==> src/rtl/bmp_rle_pixel_decoder_defines.svh <==
// ---------------------------------------------------------------------------
// BMP RLE decoder assertion macros
// Shared assertion helpers for the decoder RTL.
// ---------------------------------------------------------------------------
`ifndef BMP_RLE_PIXEL_DECODER_DEFINES_SVH
`define BMP_RLE_PIXEL_DECODER_DEFINES_SVH

// Same-cycle implication, disabled during reset.
`define BRD_ASSERT_NOW(label, clk, rst, ante, cons) \
  label: assert property (@(posedge clk) disable iff (rst) (ante) |-> (cons)) \
    else $error("bmp rle decoder: same-cycle check failed");

// Next-cycle implication, disabled during reset.
`define BRD_ASSERT_NEXT(label, clk, rst, ante, cons) \
  label: assert property (@(posedge clk) disable iff (rst) (ante) |=> (cons)) \
    else $error("bmp rle decoder: next-cycle check failed");

`endif

==> src/rtl/brd_pkg.sv <==
// ---------------------------------------------------------------------------
// BMP RLE decoder package
// Widths, register indexes, status codes and shared structs.
// ---------------------------------------------------------------------------
package brd_pkg;

  localparam int BYTE_W    = 8;
  localparam int COORD_W   = 12;
  localparam int STATUS_W  = 3;
  localparam int CFG_IDX_W = 2;
  localparam int CFG_W     = 12;

  localparam int MAX_DIM_DEFAULT = 4096;

  localparam logic [CFG_IDX_W-1:0] REG_NIBBLE_MODE  = 2'd0;
  localparam logic [CFG_IDX_W-1:0] REG_IMAGE_WIDTH  = 2'd1;
  localparam logic [CFG_IDX_W-1:0] REG_IMAGE_HEIGHT = 2'd2;

  typedef enum logic [STATUS_W-1:0] {
    ST_RUN   = 3'd0,
    ST_EOL   = 3'd1,
    ST_DONE  = 3'd2,
    ST_DELTA = 3'd3,
    ST_OVER  = 3'd4
  } status_t;

  typedef struct packed {
    logic               nibble_mode;
    logic [COORD_W-1:0] image_width;
    logic [COORD_W-1:0] image_height;
  } cfg_t;

  typedef struct packed {
    status_t            status;
    logic [COORD_W-1:0] row;
    logic [COORD_W-1:0] column;
    logic [BYTE_W-1:0]  run_length;
    logic [BYTE_W-1:0]  first_value;
    logic [BYTE_W-1:0]  second_value;
  } run_result_t;

endpackage

==> src/rtl/brd_stream_if.sv <==
// ---------------------------------------------------------------------------
// BMP RLE decoder byte channel
// Valid/ready channel carrying one compressed stream byte per request.
// ---------------------------------------------------------------------------
interface brd_stream_if;
  import brd_pkg::*;

  logic              valid;
  logic              ready;
  logic [BYTE_W-1:0] stream_byte;

  modport source (output valid, output stream_byte, input ready);
  modport sink (input valid, input stream_byte, output ready);
endinterface

==> src/rtl/brd_run_if.sv <==
// ---------------------------------------------------------------------------
// BMP RLE decoder run channel
// Valid/ready channel carrying one run command or status per request.
// ---------------------------------------------------------------------------
interface brd_run_if;
  import brd_pkg::*;

  logic                valid;
  logic                ready;
  logic [STATUS_W-1:0] status;
  logic [COORD_W-1:0]  row;
  logic [COORD_W-1:0]  column;
  logic [BYTE_W-1:0]   run_length;
  logic [BYTE_W-1:0]   first_value;
  logic [BYTE_W-1:0]   second_value;

  modport source (
    output valid, output status, output row, output column,
    output run_length, output first_value, output second_value,
    input ready
  );
  modport sink (
    input valid, input status, input row, input column,
    input run_length, input first_value, input second_value,
    output ready
  );
endinterface

==> src/rtl/brd_core.sv <==
// ---------------------------------------------------------------------------
// BMP RLE decoder core
// Byte-pair parser state and the run command produced by each byte.
// ---------------------------------------------------------------------------
`include "bmp_rle_pixel_decoder_defines.svh"

module brd_core (
  input  logic                         clk,
  input  logic                         rst,
  input  logic                         step,
  input  logic [brd_pkg::BYTE_W-1:0]   stream_byte,
  input  brd_pkg::cfg_t                cfg,
  output logic                         res_valid,
  output brd_pkg::run_result_t         res
);
  import brd_pkg::*;

  typedef enum logic [1:0] {
    PH_COUNT   = 2'd0,
    PH_SECOND  = 2'd1,
    PH_LITERAL = 2'd2,
    PH_PAD     = 2'd3
  } phase_t;

  phase_t             phase, phase_next;
  logic [BYTE_W-1:0]  held_count, held_count_next;
  logic [BYTE_W-1:0]  literal_left, literal_left_next;
  logic               pad_needed, pad_needed_next;
  logic [COORD_W-1:0] column_pos, column_pos_next;
  logic [COORD_W-1:0] file_row, file_row_next;
  logic               stopped, stopped_next;

  logic [BYTE_W-1:0]  add_n;
  logic [BYTE_W-1:0]  lit_n;
  logic [COORD_W:0]   col_sum;
  logic               col_over;
  logic               last_row;
  logic [3:0]         hi_nib;
  logic [3:0]         lo_nib;
  logic [BYTE_W-1:0]  lit_plus1;
  logic               res_stops;

  assign hi_nib    = stream_byte[7:4];
  assign lo_nib    = stream_byte[3:0];
  assign lit_plus1 = stream_byte + 8'd1;

  // A 4-bit literal byte carries two pixels unless only one is left.
  always_comb begin
    if (!cfg.nibble_mode) begin
      lit_n = 8'd1;
    end else if (literal_left >= 8'd2) begin
      lit_n = 8'd2;
    end else begin
      lit_n = literal_left;
    end
  end

  always_comb begin
    if (phase == PH_SECOND) begin
      add_n = (held_count != '0) ? held_count : stream_byte;
    end else begin
      add_n = lit_n;
    end
  end

  assign col_sum  = {1'b0, column_pos} + {{(COORD_W + 1 - BYTE_W){1'b0}}, add_n};
  assign col_over = col_sum > {1'b0, cfg.image_width};
  assign last_row = ({1'b0, file_row} + 13'd1) >= {1'b0, cfg.image_height};

  always_comb begin
    phase_next        = phase;
    held_count_next   = held_count;
    literal_left_next = literal_left;
    pad_needed_next   = pad_needed;
    column_pos_next   = column_pos;
    file_row_next     = file_row;
    stopped_next      = stopped;
    res_valid         = 1'b0;
    res               = '0;
    res.status        = ST_RUN;
    res.row           = cfg.image_height - 12'd1 - file_row;
    res.column        = column_pos;

    if (!stopped) begin
      unique case (phase)
        PH_COUNT: begin
          held_count_next = stream_byte;
          phase_next      = PH_SECOND;
        end
        PH_SECOND: begin
          phase_next = PH_COUNT;
          priority if (held_count != '0) begin
            res_valid = 1'b1;
            if (col_over) begin
              stopped_next   = 1'b1;
              res.status     = ST_OVER;
              res.run_length = held_count;
            end else begin
              res.run_length = held_count;
              if (cfg.nibble_mode) begin
                res.first_value  = {4'd0, hi_nib};
                res.second_value = {4'd0, lo_nib};
              end else begin
                res.first_value  = stream_byte;
                res.second_value = stream_byte;
              end
              column_pos_next = col_sum[COORD_W-1:0];
            end
          end else if (stream_byte == 8'd0) begin
            res_valid = 1'b1;
            if (last_row) begin
              stopped_next = 1'b1;
              res.status   = ST_DONE;
            end else begin
              res.status      = ST_EOL;
              file_row_next   = file_row + 12'd1;
              column_pos_next = '0;
            end
          end else if (stream_byte == 8'd1) begin
            res_valid    = 1'b1;
            stopped_next = 1'b1;
            res.status   = ST_DONE;
          end else if (stream_byte == 8'd2) begin
            res_valid    = 1'b1;
            stopped_next = 1'b1;
            res.status   = ST_DELTA;
          end else if (col_over) begin
            res_valid      = 1'b1;
            stopped_next   = 1'b1;
            res.status     = ST_OVER;
            res.run_length = stream_byte;
          end else begin
            // Literal groups are padded to a 16-bit boundary in the stream.
            literal_left_next = stream_byte;
            pad_needed_next   = cfg.nibble_mode ? lit_plus1[1] : stream_byte[0];
            phase_next        = PH_LITERAL;
          end
        end
        PH_LITERAL: begin
          res_valid      = 1'b1;
          res.run_length = lit_n;
          if (cfg.nibble_mode) begin
            res.first_value  = {4'd0, hi_nib};
            res.second_value = {4'd0, lo_nib};
          end else begin
            res.first_value  = stream_byte;
            res.second_value = stream_byte;
          end
          column_pos_next   = col_sum[COORD_W-1:0];
          literal_left_next = literal_left - lit_n;
          if (literal_left == lit_n) begin
            phase_next = pad_needed ? PH_PAD : PH_COUNT;
          end
        end
        PH_PAD: begin
          phase_next = PH_COUNT;
        end
        default: begin
          phase_next = PH_COUNT;
        end
      endcase
    end
  end

  always_ff @(posedge clk) begin
    if (rst) begin
      phase        <= PH_COUNT;
      held_count   <= '0;
      literal_left <= '0;
      pad_needed   <= 1'b0;
      column_pos   <= '0;
      file_row     <= '0;
      stopped      <= 1'b0;
    end else if (step) begin
      phase        <= phase_next;
      held_count   <= held_count_next;
      literal_left <= literal_left_next;
      pad_needed   <= pad_needed_next;
      column_pos   <= column_pos_next;
      file_row     <= file_row_next;
      stopped      <= stopped_next;
    end
  end

  // Image complete, delta and overflow all end decoding.
  assign res_stops = res_valid && (res.status == ST_DONE || res.status == ST_DELTA ||
                                   res.status == ST_OVER);

  `BRD_ASSERT_NEXT(a_stop_sticky, clk, rst, stopped, stopped)
  `BRD_ASSERT_NEXT(a_term_stops, clk, rst, step && res_stops, stopped)
  `BRD_ASSERT_NOW(a_stopped_idle_phase, clk, rst, stopped, phase == PH_COUNT)
  `BRD_ASSERT_NOW(a_literal_nonzero, clk, rst, phase == PH_LITERAL, literal_left != '0)

endmodule

==> src/rtl/bmp_rle_pixel_decoder.sv <==
// A byte's result is offered on the run channel from the result register.
// Throughput: one byte per cycle unless run stalls; a byte with no result takes a slot.
// The input register and the result register let a new byte enter while a result waits.
// Reset (synchronous, active high) clears the parser, the valid flags and the
// registers: 8-bit mode, width 1, height 1.
// ---------------------------------------------------------------------------
// BMP RLE pixel decoder
// Parses an RLE8/RLE4 BMP pixel stream into run commands and row status.
// ---------------------------------------------------------------------------
module bmp_rle_pixel_decoder #(
  parameter int MAX_DIM = brd_pkg::MAX_DIM_DEFAULT
) (
  input  logic                           clk,
  input  logic                           rst,
  input  logic                           cfg_wr_en,
  input  logic [brd_pkg::CFG_IDX_W-1:0]  cfg_index,
  input  logic [brd_pkg::CFG_W-1:0]      cfg_wdata,
  brd_stream_if.sink                     stream,
  brd_run_if.source                      run
);
  import brd_pkg::*;

  localparam int DIM_LIMIT = MAX_DIM - 1;

  cfg_t               cfg;
  logic [COORD_W-1:0] dim_value;

  logic               in_valid;
  logic [BYTE_W-1:0]  in_byte;
  logic               advance;

  logic               res_valid;
  run_result_t        res;
  logic               out_valid;
  run_result_t        out_q;

  // Dimension writes at or above the limit saturate to the largest size.
  always_comb begin
    if ({20'd0, cfg_wdata} >= 32'(MAX_DIM)) begin
      dim_value = COORD_W'(DIM_LIMIT);
    end else begin
      dim_value = cfg_wdata;
    end
  end

  always_ff @(posedge clk) begin
    if (rst) begin
      cfg.nibble_mode  <= 1'b0;
      cfg.image_width  <= 12'd1;
      cfg.image_height <= 12'd1;
    end else if (cfg_wr_en) begin
      unique case (cfg_index)
        REG_NIBBLE_MODE:  cfg.nibble_mode  <= cfg_wdata[0];
        REG_IMAGE_WIDTH:  cfg.image_width  <= dim_value;
        REG_IMAGE_HEIGHT: cfg.image_height <= dim_value;
        default: ;
      endcase
    end
  end

  assign advance      = in_valid && (!out_valid || run.ready);
  assign stream.ready = !in_valid || advance;

  always_ff @(posedge clk) begin
    if (rst) begin
      in_valid <= 1'b0;
    end else if (stream.ready) begin
      in_valid <= stream.valid;
    end
  end

  always_ff @(posedge clk) begin
    if (stream.valid && stream.ready) begin
      in_byte <= stream.stream_byte;
    end
  end

  brd_core u_core (
    .clk         (clk),
    .rst         (rst),
    .step        (advance),
    .stream_byte (in_byte),
    .cfg         (cfg),
    .res_valid   (res_valid),
    .res         (res)
  );

  always_ff @(posedge clk) begin
    if (rst) begin
      out_valid <= 1'b0;
    end else if (advance) begin
      out_valid <= res_valid;
    end else if (run.ready) begin
      out_valid <= 1'b0;
    end
  end

  always_ff @(posedge clk) begin
    if (advance) begin
      out_q <= res;
    end
  end

  assign run.valid        = out_valid;
  assign run.status       = out_q.status;
  assign run.row          = out_q.row;
  assign run.column       = out_q.column;
  assign run.run_length   = out_q.run_length;
  assign run.first_value  = out_q.first_value;
  assign run.second_value = out_q.second_value;

endmodule

==> src/flat_wrapper.sv <==
// flat-port wrapper written by rule: the top's interface ports become plain ports
module bmp_rle_pixel_decoder_flat import brd_pkg::*;
#(
  parameter int MAX_DIM = brd_pkg::MAX_DIM_DEFAULT
)
  (clk, rst, cfg_wr_en, cfg_index, cfg_wdata, stream_valid, stream_stream_byte, stream_ready, run_valid, run_status, run_row, run_column, run_run_length, run_first_value, run_second_value, run_ready);
  brd_stream_if stream_i ();
  brd_run_if run_i ();
  input  logic clk;
  input  logic rst;
  input  logic cfg_wr_en;
  input  logic [brd_pkg::CFG_IDX_W-1:0] cfg_index;
  input  logic [brd_pkg::CFG_W-1:0] cfg_wdata;
  input wire logic [$bits(stream_i.valid)-1:0] stream_valid;
  input wire logic [$bits(stream_i.stream_byte)-1:0] stream_stream_byte;
  output wire logic [$bits(stream_i.ready)-1:0] stream_ready;
  output wire logic [$bits(run_i.valid)-1:0] run_valid;
  output wire logic [$bits(run_i.status)-1:0] run_status;
  output wire logic [$bits(run_i.row)-1:0] run_row;
  output wire logic [$bits(run_i.column)-1:0] run_column;
  output wire logic [$bits(run_i.run_length)-1:0] run_run_length;
  output wire logic [$bits(run_i.first_value)-1:0] run_first_value;
  output wire logic [$bits(run_i.second_value)-1:0] run_second_value;
  input wire logic [$bits(run_i.ready)-1:0] run_ready;
  assign stream_i.valid = stream_valid;
  assign stream_i.stream_byte = stream_stream_byte;
  assign stream_ready = stream_i.ready;
  assign run_valid = run_i.valid;
  assign run_status = run_i.status;
  assign run_row = run_i.row;
  assign run_column = run_i.column;
  assign run_run_length = run_i.run_length;
  assign run_first_value = run_i.first_value;
  assign run_second_value = run_i.second_value;
  assign run_i.ready = run_ready;
  bmp_rle_pixel_decoder #(.MAX_DIM(MAX_DIM)) u_core (.clk(clk), .rst(rst), .cfg_wr_en(cfg_wr_en), .cfg_index(cfg_index), .cfg_wdata(cfg_wdata), .stream(stream_i), .run(run_i));
endmodule
==> config.mk <==
export PLATFORM = sky130hd
export DESIGN_NAME = bmp_rle_pixel_decoder_flat
export DESIGN_NICKNAME = d
export VERILOG_FILES = /design/src/rtl/brd_pkg.sv /design/src/rtl/brd_stream_if.sv /design/src/rtl/brd_run_if.sv /design/src/rtl/brd_core.sv /design/src/rtl/bmp_rle_pixel_decoder.sv /design/src/flat_wrapper.sv
export VERILOG_INCLUDE_DIRS = /design/src /design/src/rtl
export SDC_FILE = /design/constraint.sdc
export NUM_CORES = 1
export LEC_CHECK = 0
export BUFFER_PORTS_ARGS = -buffer_cell sky130_fd_sc_hd__buf_2
export CORE_MARGIN = 2
export CORE_UTILIZATION = 42
export CTS_CLUSTER_DIAMETER = 100
export DETAILED_ROUTE_END_ITERATION = 8
export GPL_TIMING_DRIVEN = 1
export PLACE_DENSITY = 0.66
export SLEW_MARGIN = 10
export SYNTH_ARGS = -nofsm -noshare
export SYNTH_HDL_FRONTEND = slang
export SYNTH_SLANG_ARGS = --single-unit
==> constraint.sdc <==
create_clock -name clk -period 7.05 [get_ports clk]
set_clock_uncertainty 0.15 [all_clocks]
set_input_delay 1.41 -clock clk [delete_from_list [all_inputs] [get_ports clk]]
set_output_delay 1.41 -clock clk [all_outputs]
set_load 0.02 [all_outputs]
==> parameters.txt, run 1 <==
Parameter                              Value

STA
  Number of slew-limit violations in the final report ... 0
  Final setup slack of the worst path ... 1047 ps
  Endpoints failing setup ... 0
  Upper clock frequency limit ... 166.6 MHz
  Setup repair after global routing missed its margin ... no
  Fin crit share ... 85.15%
  Period minus WS final ... 6003 ps
  Max-slew headroom at the worst pin ... 24.40%
  Final-layout setup total negative slack ... 0 ps
  Final number of hold-violating endpoints ... 0
  Slew at the pin closest to its max-slew limit ... 1134 ps

Floorplanning
  # rows ... 47
  Vertical die dimension ... 133.7 microns
  Starting density of the core ... 42.78%
  Boundary Pins ... 80
  CORE AREA ... 16,520 sq um
  Horizontal extent of the die ... 133.7 microns
  Die area ... 17,890 sq um

Clock tree
  Setup fix buffers added after clock tree synthesis ... 0
  Total clock buffers created by CTS ... 17
  Clock tree from TritonCTS ... done
  Root buffer cell ... sky130_fd_sc_hd__clkbuf_16
  Count of hold-fix buffers inserted at cts ... 0
  Clock edge transition at the registers on the reported setup and hold paths ... 60 ps
  Post-cts resize count ... 0
  Number of H-tree levels ... 4
  Deepest clock path buffer count ... 2
  TritonCTS Sinks ... 126
  Worst skew pair latency ... 430 ps

Placement
  Global placement routability congestion ... 0.8384
  Setup Slack @ Placement ... 1079 ps
  Final HPWL from detailed placement ... 11,550 microns
  Total instance count after detailed placement ... 1,038
  Placed standard-cell area ... 7651 sq um
  Number of I/O port buffers ... 79

Critical path
  Critical path arrival ... 6170 ps
  Endpoint required time on the critical path ... 7220 ps
  Max FO, Critical Path ... 11
  Type of the worst setup path ... reg2reg
  Worst setup slack for register-to-register paths ... 1050 ps
  Type of destination of the critical path ... flop
  CP Launch Type ... flop

Synthesis
  Synth Warn # ... 0
  Synthesized instance count ... 762
  Most frequently used flop master after synthesis ... sky130_fd_sc_hd__dfxtp_1
  Mean area per synthesized cell ... 9.277 sq um
  Post-synthesis register bit count ... 126
  Top cells by area in the synthesized netlist ... sky130_fd_sc_hd__edfxtp_1 23%, sky130_fd_sc_hd__dfxtp_1 20%, sky130_fd_sc_hd__ha_1 11%
  Synthesized area ... 7069 sq um
  Number of enable-type register cells in the synthesized netlist ... 55
  Seq/Total Area, Yosys ... 43.47%
  Asr flop ratio synth ... 0%
  Area leader, netlist ... sky130_fd_sc_hd__edfxtp_1
  Area share of the leading cell type in the synthesized netlist ... 23.36%
  Yosys cell types ... 69

Routing
  Post-detailed-routing wire length ... 16,160 microns
  Vias after detailed routing ... 5,606
  Detail-routed via count per cell ... 5.234
  Number of design rule violations left after detail routing ... 0
  Number of DRC violations after detailed-routing iteration 0 ... 384
  First-pass iteration count of the detailed router ... 5
  Remaining antenna violation count ... 0
  Average wire per cell in the routed design ... 15.09 microns

Finish
  Final Instance Count excl. Fillers ... 1,071
  Fin area ... 8237 sq um
  Area growth from synthesis to layout ... 16.51%
  Leading cell types in the layout, fill and taps excluded ... 93 x sky130_fd_sc_hd__nand2_1, 79 x sky130_fd_sc_hd__buf_2, 71 x sky130_fd_sc_hd__a21oi_1, 71 x sky130_fd_sc_hd__dfxtp_1
  Number of nets in the finished design ... 928
  N_diodes ... 0
  Commonest non-fill, non-tap cell in the layout ... sky130_fd_sc_hd__nand2_1
  Layout cells sized above 1 ... 15.51%
  Fillers ... 1,520

Worst hold path
  Hold Crit Class ... reg2reg

Run status
  Result of the run ... finished clean

Power and ir drop
  Lkg Pwr ... 0.003283 uW
  Largest vdd supply drop ... 0.1709 mV
  Cell Pwr Density ... 230.2 nW/um^2

Flow run
  Max-cap check violation count ... 0

Global routing
  Global routing usage summed across all routing layers ... 18.64%
  Global-route wire length before repair ... 26,280 microns
  Initial antenna violation count ... 1
  Vias in the first global route ... 5,300
  Aggregate global routing overflow ... 0
  Largest net degree at the start of global routing ... 68
[cell type report]
cell class | count | area, sq um | share of cell area (%)
multi-input cells | 549 | 3645 | 44.25
clock buffers | 17 | 425.4 | 5.165
well taps | 220 | 275.3 | 3.342
flip-flops and latches | 126 | 3073 | 37.31
clock inverters | 15 | 152.6 | 1.853
repair buffers | 86 | 447.9 | 5.438
inverters | 58 | 217.7 | 2.643
[state kept, by name, indices dropped and copies added (netlist names), 4 cells and up]
| signal | count |
|---|---|
| u_core.cfg | 25 |
| u_core.in_byte | 8 |
| u_core.run.column | 12 |
| u_core.run.first_value | 8 |
| u_core.run.row | 12 |
| u_core.run.run_length | 8 |
| u_core.run.second_value | 4 |
| u_core.u_core.column_pos | 12 |
| u_core.u_core.file_row | 12 |
| u_core.u_core.held_count | 8 |
| u_core.u_core.literal_left | 8 |
[Yosys cell counts (2+ instances only)]
cell,number
sky130_fd_sc_hd__a211o_1,4
sky130_fd_sc_hd__a211oi_1,6
sky130_fd_sc_hd__a21boi_0,4
sky130_fd_sc_hd__a21o_1,9
sky130_fd_sc_hd__a21oi_1,71
sky130_fd_sc_hd__a221oi_1,2
sky130_fd_sc_hd__a32o_1,3
sky130_fd_sc_hd__a32oi_1,4
sky130_fd_sc_hd__and2_1,10
sky130_fd_sc_hd__and3_1,2
sky130_fd_sc_hd__and4_1,2
sky130_fd_sc_hd__buf_1,4
sky130_fd_sc_hd__buf_4,6
sky130_fd_sc_hd__clkbuf_1,21
sky130_fd_sc_hd__dfxtp_1,71
sky130_fd_sc_hd__edfxtp_1,55
sky130_fd_sc_hd__fa_1,3
sky130_fd_sc_hd__ha_1,60
sky130_fd_sc_hd__inv_1,58
sky130_fd_sc_hd__mux2i_1,10
sky130_fd_sc_hd__nand2_1,93
sky130_fd_sc_hd__nand2b_1,5
sky130_fd_sc_hd__nand3_1,20
sky130_fd_sc_hd__nand3b_1,4
sky130_fd_sc_hd__nand4_1,17
sky130_fd_sc_hd__nor2_1,60
sky130_fd_sc_hd__nor2b_1,6
sky130_fd_sc_hd__nor3_1,16
sky130_fd_sc_hd__nor3_2,2
sky130_fd_sc_hd__nor3b_1,5
sky130_fd_sc_hd__nor4_1,6
sky130_fd_sc_hd__o211ai_1,2
sky130_fd_sc_hd__o21a_1,5
sky130_fd_sc_hd__o21ai_0,24
sky130_fd_sc_hd__o21bai_1,4
sky130_fd_sc_hd__o31ai_1,3
sky130_fd_sc_hd__o41ai_1,5
sky130_fd_sc_hd__or2_2,3
sky130_fd_sc_hd__or3_1,4
sky130_fd_sc_hd__or4_1,4
sky130_fd_sc_hd__xnor2_1,35
sky130_fd_sc_hd__xor2_1,7
[worst max-delay path, cell delays in order (launching register included)]
cell and delay [ps]:
sky130_fd_sc_hd__dfxtp_1 330, sky130_fd_sc_hd__or4_1 520, sky130_fd_sc_hd__o41ai_1 250, sky130_fd_sc_hd__buf_4 190
sky130_fd_sc_hd__inv_1 50, sky130_fd_sc_hd__a21oi_1 220, sky130_fd_sc_hd__a21o_1 160, sky130_fd_sc_hd__ha_1 160
sky130_fd_sc_hd__inv_1 60, sky130_fd_sc_hd__fa_1 390, sky130_fd_sc_hd__nand3b_1 190, sky130_fd_sc_hd__a21oi_1 180
sky130_fd_sc_hd__o41ai_1 150, sky130_fd_sc_hd__nand3b_1 240, sky130_fd_sc_hd__xnor2_1 160, sky130_fd_sc_hd__ha_1 290
sky130_fd_sc_hd__a21o_1 180, sky130_fd_sc_hd__a21oi_1 160, sky130_fd_sc_hd__or4b_1 470, sky130_fd_sc_hd__a2bb2oi_2 410
sky130_fd_sc_hd__a221o_1 510, sky130_fd_sc_hd__o211ai_1 160, sky130_fd_sc_hd__a32o_1 310
[report_power, final]
| group | internal (uW) | total [uW] | switching [uW] |
|---|---|---|---|
| Clock | 495 | 859 | 364 |
| Sequential | 790 | 804 | 14.8 |
| Combinational | 81.0 | 232 | 151 |
| Total | 1370 | 1900 | 530 |
[path summary, 6_finish.rpt]
path,startpoint,endpoint,depth (start not counted)
hold reg to reg,u_core.u_core.literal_left[0]$_SDFFE_PP0P_,u_core.u_core.literal_left[0]$_SDFFE_PP0P_,2
hold / removal,u_core.u_core.literal_left[0]$_SDFFE_PP0P_,u_core.u_core.literal_left[0]$_SDFFE_PP0P_,2
setup / recovery,u_core.u_core.literal_left[4]$_SDFFE_PP0P_,u_core.u_core.column_pos[11]$_SDFFE_PP0P_,22
setup reg to reg,u_core.u_core.literal_left[4]$_SDFFE_PP0P_,u_core.u_core.column_pos[11]$_SDFFE_PP0P_,22
[routing by layer]
metal	vias to the layer above	GRT usage, %	part of all wire [%]	routed length (microns)
met3	23	3.995	5.3	852
met4	2	7.033	1.7	274
met2	142	29.15	45	7239
met1	2594	25.35	48	7780
met5	-	0	0.080	13
li1	2845	-	-	-
[stage by stage]
step                util [%]  total power [uW]  hold slack (ps)
floorplan                  -             987.0            280.3
detailed placement     46.30              1050            296.8
global route           49.84              1969            333.6
global placement       46.30              1048            292.8
CTS                    49.80              1910            304.9
finish                 49.84              1896            304.1
[cell families (layout without fill, tap and decap cells)]
kind of cell    Yosys count  count (layout)  share of synthesized area [%]
other cells               1               5                        0.05305
flops                   126             126                          43.47
fa+ha+maj                63              63                          11.47
buf+inv                  91             176                          5.274
mux                      11              11                          1.575
xor+xnor                 42              42                          5.204
simple gates            267             267                          18.58
compound gates          161             161                          14.37
No activity file was read; power rests on OpenSTA's default activity.
==> inputs of run 2 (changes only) <==
--- a/config.mk
+++ b/config.mk
@@ -13,6 +13,7 @@
 export DETAILED_ROUTE_END_ITERATION = 8
 export GPL_TIMING_DRIVEN = 1
 export PLACE_DENSITY = 0.66
+export REMOVE_ABC_BUFFERS = 1
 export SLEW_MARGIN = 10
 export SYNTH_ARGS = -nofsm -noshare
 export SYNTH_HDL_FRONTEND = slang
==> run 2 against run 1 <==
Non-clock buffer count shrank 1; critical path type unchanged; utilization grew 0.11 points; routed wire length barely moved; flip-flop and latch count is the same; die area stayed put; design area grew 0.21%; sequential power about the same; via count is essentially flat; maximum frequency decreased by 0.94%; sequential share of layout area fell by 0.079 points; critical path depth did not move; first-iteration DRC count is 8.3% higher.
==> parameters.txt, run 2 (synthesis gave the netlist of run 1 again) <==
Parameter                              Value

Worst hold path
  Hold path start ... u_core.u_core.literal_left[0]$_SDFFE_PP0P_
  Worst Hold Endpoint ... u_core.u_core.literal_left[0]$_SDFFE_PP0P_
  Hold Crit Class ... reg2reg
  Worst hold path depth ... 2 (unchanged)

Critical path
  Startpoint of the most critical register-to-register path ... u_core.u_core.literal_left[4]$_SDFFE_PP0P_
  Depth of the worst register-to-register path ... 22 (unchanged)
  Family with the most delay on the worst path ... compound AO/OA/AOI/OAI gates
  Type of the worst setup path ... reg2reg
  CP Launch Type ... flop
  Critical Path, Cell by Cell ... or4_1, o41ai_1, buf_4, inv_1, a21oi_1, a21o_1, ha_1, inv_1, fa_1, nand3b_1, a21oi_1, o41ai_1, nand3b_1, xnor2_1, ha_1, a21o_1, a21oi_1, or4b_1, a2bb2oi_2, a221o_1, o211ai_1, a32o_1
  Critical path arrival ... 6220 ps (+50 ps)
  Max FO, Critical Path ... 11 (unchanged)
  Cell repeated most along the worst path ... sky130_fd_sc_hd__a21oi_1
  Type of destination of the critical path ... flop
  Largest incremental delay on the critical path ... 540 ps (+20 ps)
  Endpoint required time on the critical path ... 7210 ps (about the same)
  Count of buffering cells on the critical path with inverters included ... 3 (unchanged)
  Worst setup slack for register-to-register paths ... 990 ps (-60 ps)
  R2R Path End ... u_core.u_core.column_pos[11]$_SDFFE_PP0P_
  CP max stage cell ... sky130_fd_sc_hd__a221o_1

Power and ir drop
  Share of power burned in the clock network ... 46.5% (+1.2 points)
  Switching power ... 529.8 uW (about the same)
  Internal Power ... 1404 uW (+2.8%)
  Largest vdd supply drop ... 0.1802 mV (+5.4%)
  Portion of total power attributed to sequential cells ... 41.6% (-0.8 points)
  Combinational power share ... 11.9% (-0.4 points)
  Share of total power consumed by net switching ... 27.40% (-0.57 points)
  Power after layout ... 1933 uW (+2.0%)
  Cell Pwr Density ... 234.2 nW/um^2 (+1.8%)
  Lkg Pwr ... 0.003289 uW (+0.17%)

Finish
  Final core area utilization ... 49.95% (+0.11 points)
  Commonest non-fill, non-tap cell in the layout ... sky130_fd_sc_hd__nand2_1
  Layout cells sized above 1 ... 15.41% (-0.099 points)
  Leading cell types in the layout, fill and taps excluded ... 93 x sky130_fd_sc_hd__nand2_1, 79 x sky130_fd_sc_hd__buf_2, 71 x sky130_fd_sc_hd__a21oi_1, 71 x sky130_fd_sc_hd__dfxtp_1
  Final Instance Count excl. Fillers ... 1,070 (-0.093%)
  Largest register by flop count ... u_core.cfg
  N_diodes ... 0 (unchanged)
  Number of nets in the finished design ... 927 (-0.11%)
  Fillers ... 1,531 (+0.72%)
  Footprint of the multi-input gates ... 3645 sq um (unchanged)
  Flip-flop count of the largest register, all copies and words added ... 25 (unchanged)
  Area growth from synthesis to layout ... 16.76%
  Footprint of the flip-flops and latches ... 3073 sq um (unchanged)

Global routing
  Initial antenna violation count ... 0 (-1)
  Global Route met1 Usage ... 24.35% (-1.0 points)
  Vias in the first global route ... 5,304 (+0.075%)
  Global routing met2 resource utilization ... 30.17% (+1.0 points)
  Largest net degree at the start of global routing ... 68 (unchanged)
  GRT busiest layer ... met2
  Aggregate global routing overflow ... 0 (unchanged)
  Global-route wire length before repair ... 26,410 microns (+0.50%)
  Grt met3 use ... 3.805% (-0.19 points)
  Global routing usage summed across all routing layers ... 18.71% (+0.077 points)

Flow run
  Max-cap check violation count ... 0 (unchanged)

Clock tree
  TritonCTS Sinks ... 126 (unchanged)
  Clock edge transition at the registers on the reported setup and hold paths ... 60 ps (about the same)
  Post-cts resize count ... 0 (unchanged)
  Deepest clock path buffer count ... 2 (unchanged)
  Number of H-tree levels ... 4 (unchanged)
  Count of hold-fix buffers inserted at cts ... 0 (unchanged)
  Worst skew pair latency ... 430 ps (about the same)
  Total clock buffers created by CTS ... 17 (unchanged)
  Clock tree from TritonCTS ... done
  Setup fix buffers added after clock tree synthesis ... 0 (unchanged)
  Root buffer cell ... sky130_fd_sc_hd__clkbuf_16

Run status
  Result of the run ... finished clean

Routing
  Number of DRC violations after detailed-routing iteration 0 ... 416 (+8.3%)
  Remaining antenna violation count ... 0 (unchanged)
  Average wire per cell in the routed design ... 15.11 microns (+0.16%)
  Number of design rule violations left after detail routing ... 0 (unchanged)
  First-pass iteration count of the detailed router ... 5 (unchanged)
  Post-detailed-routing wire length ... 16,170 microns (about the same)
  Vias after detailed routing ... 5,611 (+0.089%)
  Detail-routed via count per cell ... 5.244 (+0.18%)

STA
  Endpoints failing setup ... 0 (unchanged)
  Period minus WS final ... 6059 ps (+56.73 ps)
  Final-layout setup total negative slack ... 0 ps (unchanged)
  Upper clock frequency limit ... 165.0 MHz (-0.94%)
  Max-slew headroom at the worst pin ... 17.95% (-6.4 points)
  Fin crit share ... 85.95% (+0.80 points)
  Slew at the pin closest to its max-slew limit ... 1231 ps (+96.68 ps)
  Number of slew-limit violations in the final report ... 0 (unchanged)
  Final number of hold-violating endpoints ... 0 (unchanged)
  Setup repair after global routing missed its margin ... no

Floorplanning
  Vertical die dimension ... 133.7 microns (unchanged)
  Starting density of the core ... 42.78% (unchanged)
  Boundary Pins ... 80 (unchanged)
  Horizontal extent of the die ... 133.7 microns (unchanged)
  Die area ... 17,890 sq um (unchanged)
  CORE AREA ... 16,520 sq um (unchanged)
  # rows ... 47 (unchanged)

Placement
  Number of I/O port buffers ... 79 (unchanged)
  Final HPWL from detailed placement ... 11,540 microns (about the same)
  Global placement routability congestion ... 0.8346 (-0.45%)
  Total instance count after detailed placement ... 1,038 (unchanged)
## run 2: area by class of cell
cell class | count | area share, %
multi-input combinational | 549 | 44.16
sequential | 126 | 37.23
timing repair buffer | 85 | 5.336
clock buffer | 17 | 5.154
tap | 220 | 3.335
inverter | 58 | 2.638
clock inverter | 15 | 2.152
## run 2: routing by layer
layer / share of wire (%) / vias up
li1: - / 2835
met1: 47 / 2599
met2: 46 / 144
met3: 4.5 / 33
met4: 2.8 / 0
met5: 0 / -
## run 2: per-stage QoR
step | hold slack (ps) | instance area [sq um] | setup WS, ps
floorplan | 275.8 | 6929 | 1377
global placement | 294.3 | 7651 | 1194
detailed placement | 296.9 | 7651 | 1061
CTS | 303.9 | 8254 | 1001
global route | 319.2 | 8254 | 552.1
finish | 302.2 | 8254 | 990.5
## run 2: power groups by stage
| stage | Sequential (uW) | Clock [uW] | Combinational [uW] |
|---|---|---|---|
| 2_1_floorplan | 834 | 0 | 139 |
| 3_3_place_gp | 820 | 0 | 228 |
| 3_5_place_dp | 820 | 0 | 230 |
| 4_1_cts | 804 | 917 | 232 |
| 5_1_grt | 806 | 942 | 258 |
| 6_report | 804 | 899 | 231 |
## run 2: how the worst max path moves through the flow
stage	from	to	slack, ps	depth (start not counted)
CTS	u_core.u_core.literal_left[4]$_SDFFE_PP0P_	u_core.u_core.column_pos[11]$_SDFFE_PP0P_	1000	22
global placement	u_core.u_core.literal_left[4]$_SDFFE_PP0P_	u_core.u_core.column_pos[11]$_SDFFE_PP0P_	1190	22
floorplan	u_core.u_core.literal_left[4]$_SDFFE_PP0P_	u_core.u_core.column_pos[9]$_SDFFE_PP0P_	1380	21
global route	u_core.u_core.literal_left[4]$_SDFFE_PP0P_	u_core.u_core.literal_left[7]$_SDFFE_PP0P_	550	22
detailed placement	u_core.u_core.literal_left[4]$_SDFFE_PP0P_	u_core.u_core.column_pos[11]$_SDFFE_PP0P_	1060	22
finish	u_core.u_core.literal_left[4]$_SDFFE_PP0P_	u_core.u_core.column_pos[11]$_SDFFE_PP0P_	990	22
## run 2: worst reg2reg max path: cells and delay by family (launching register included)
| kind | cells | cell delay, ps |
|---|---|---|
| flip-flops | 1 | 320 |
| AO/OA/AOI/OAI | 11 | 2750 |
| buffers and inverters | 3 | 290 |
| AND/OR/NAND/NOR | 4 | 1430 |
| adder cells (fa/ha/maj) | 3 | 830 |
| XOR/XNOR | 1 | 160 |
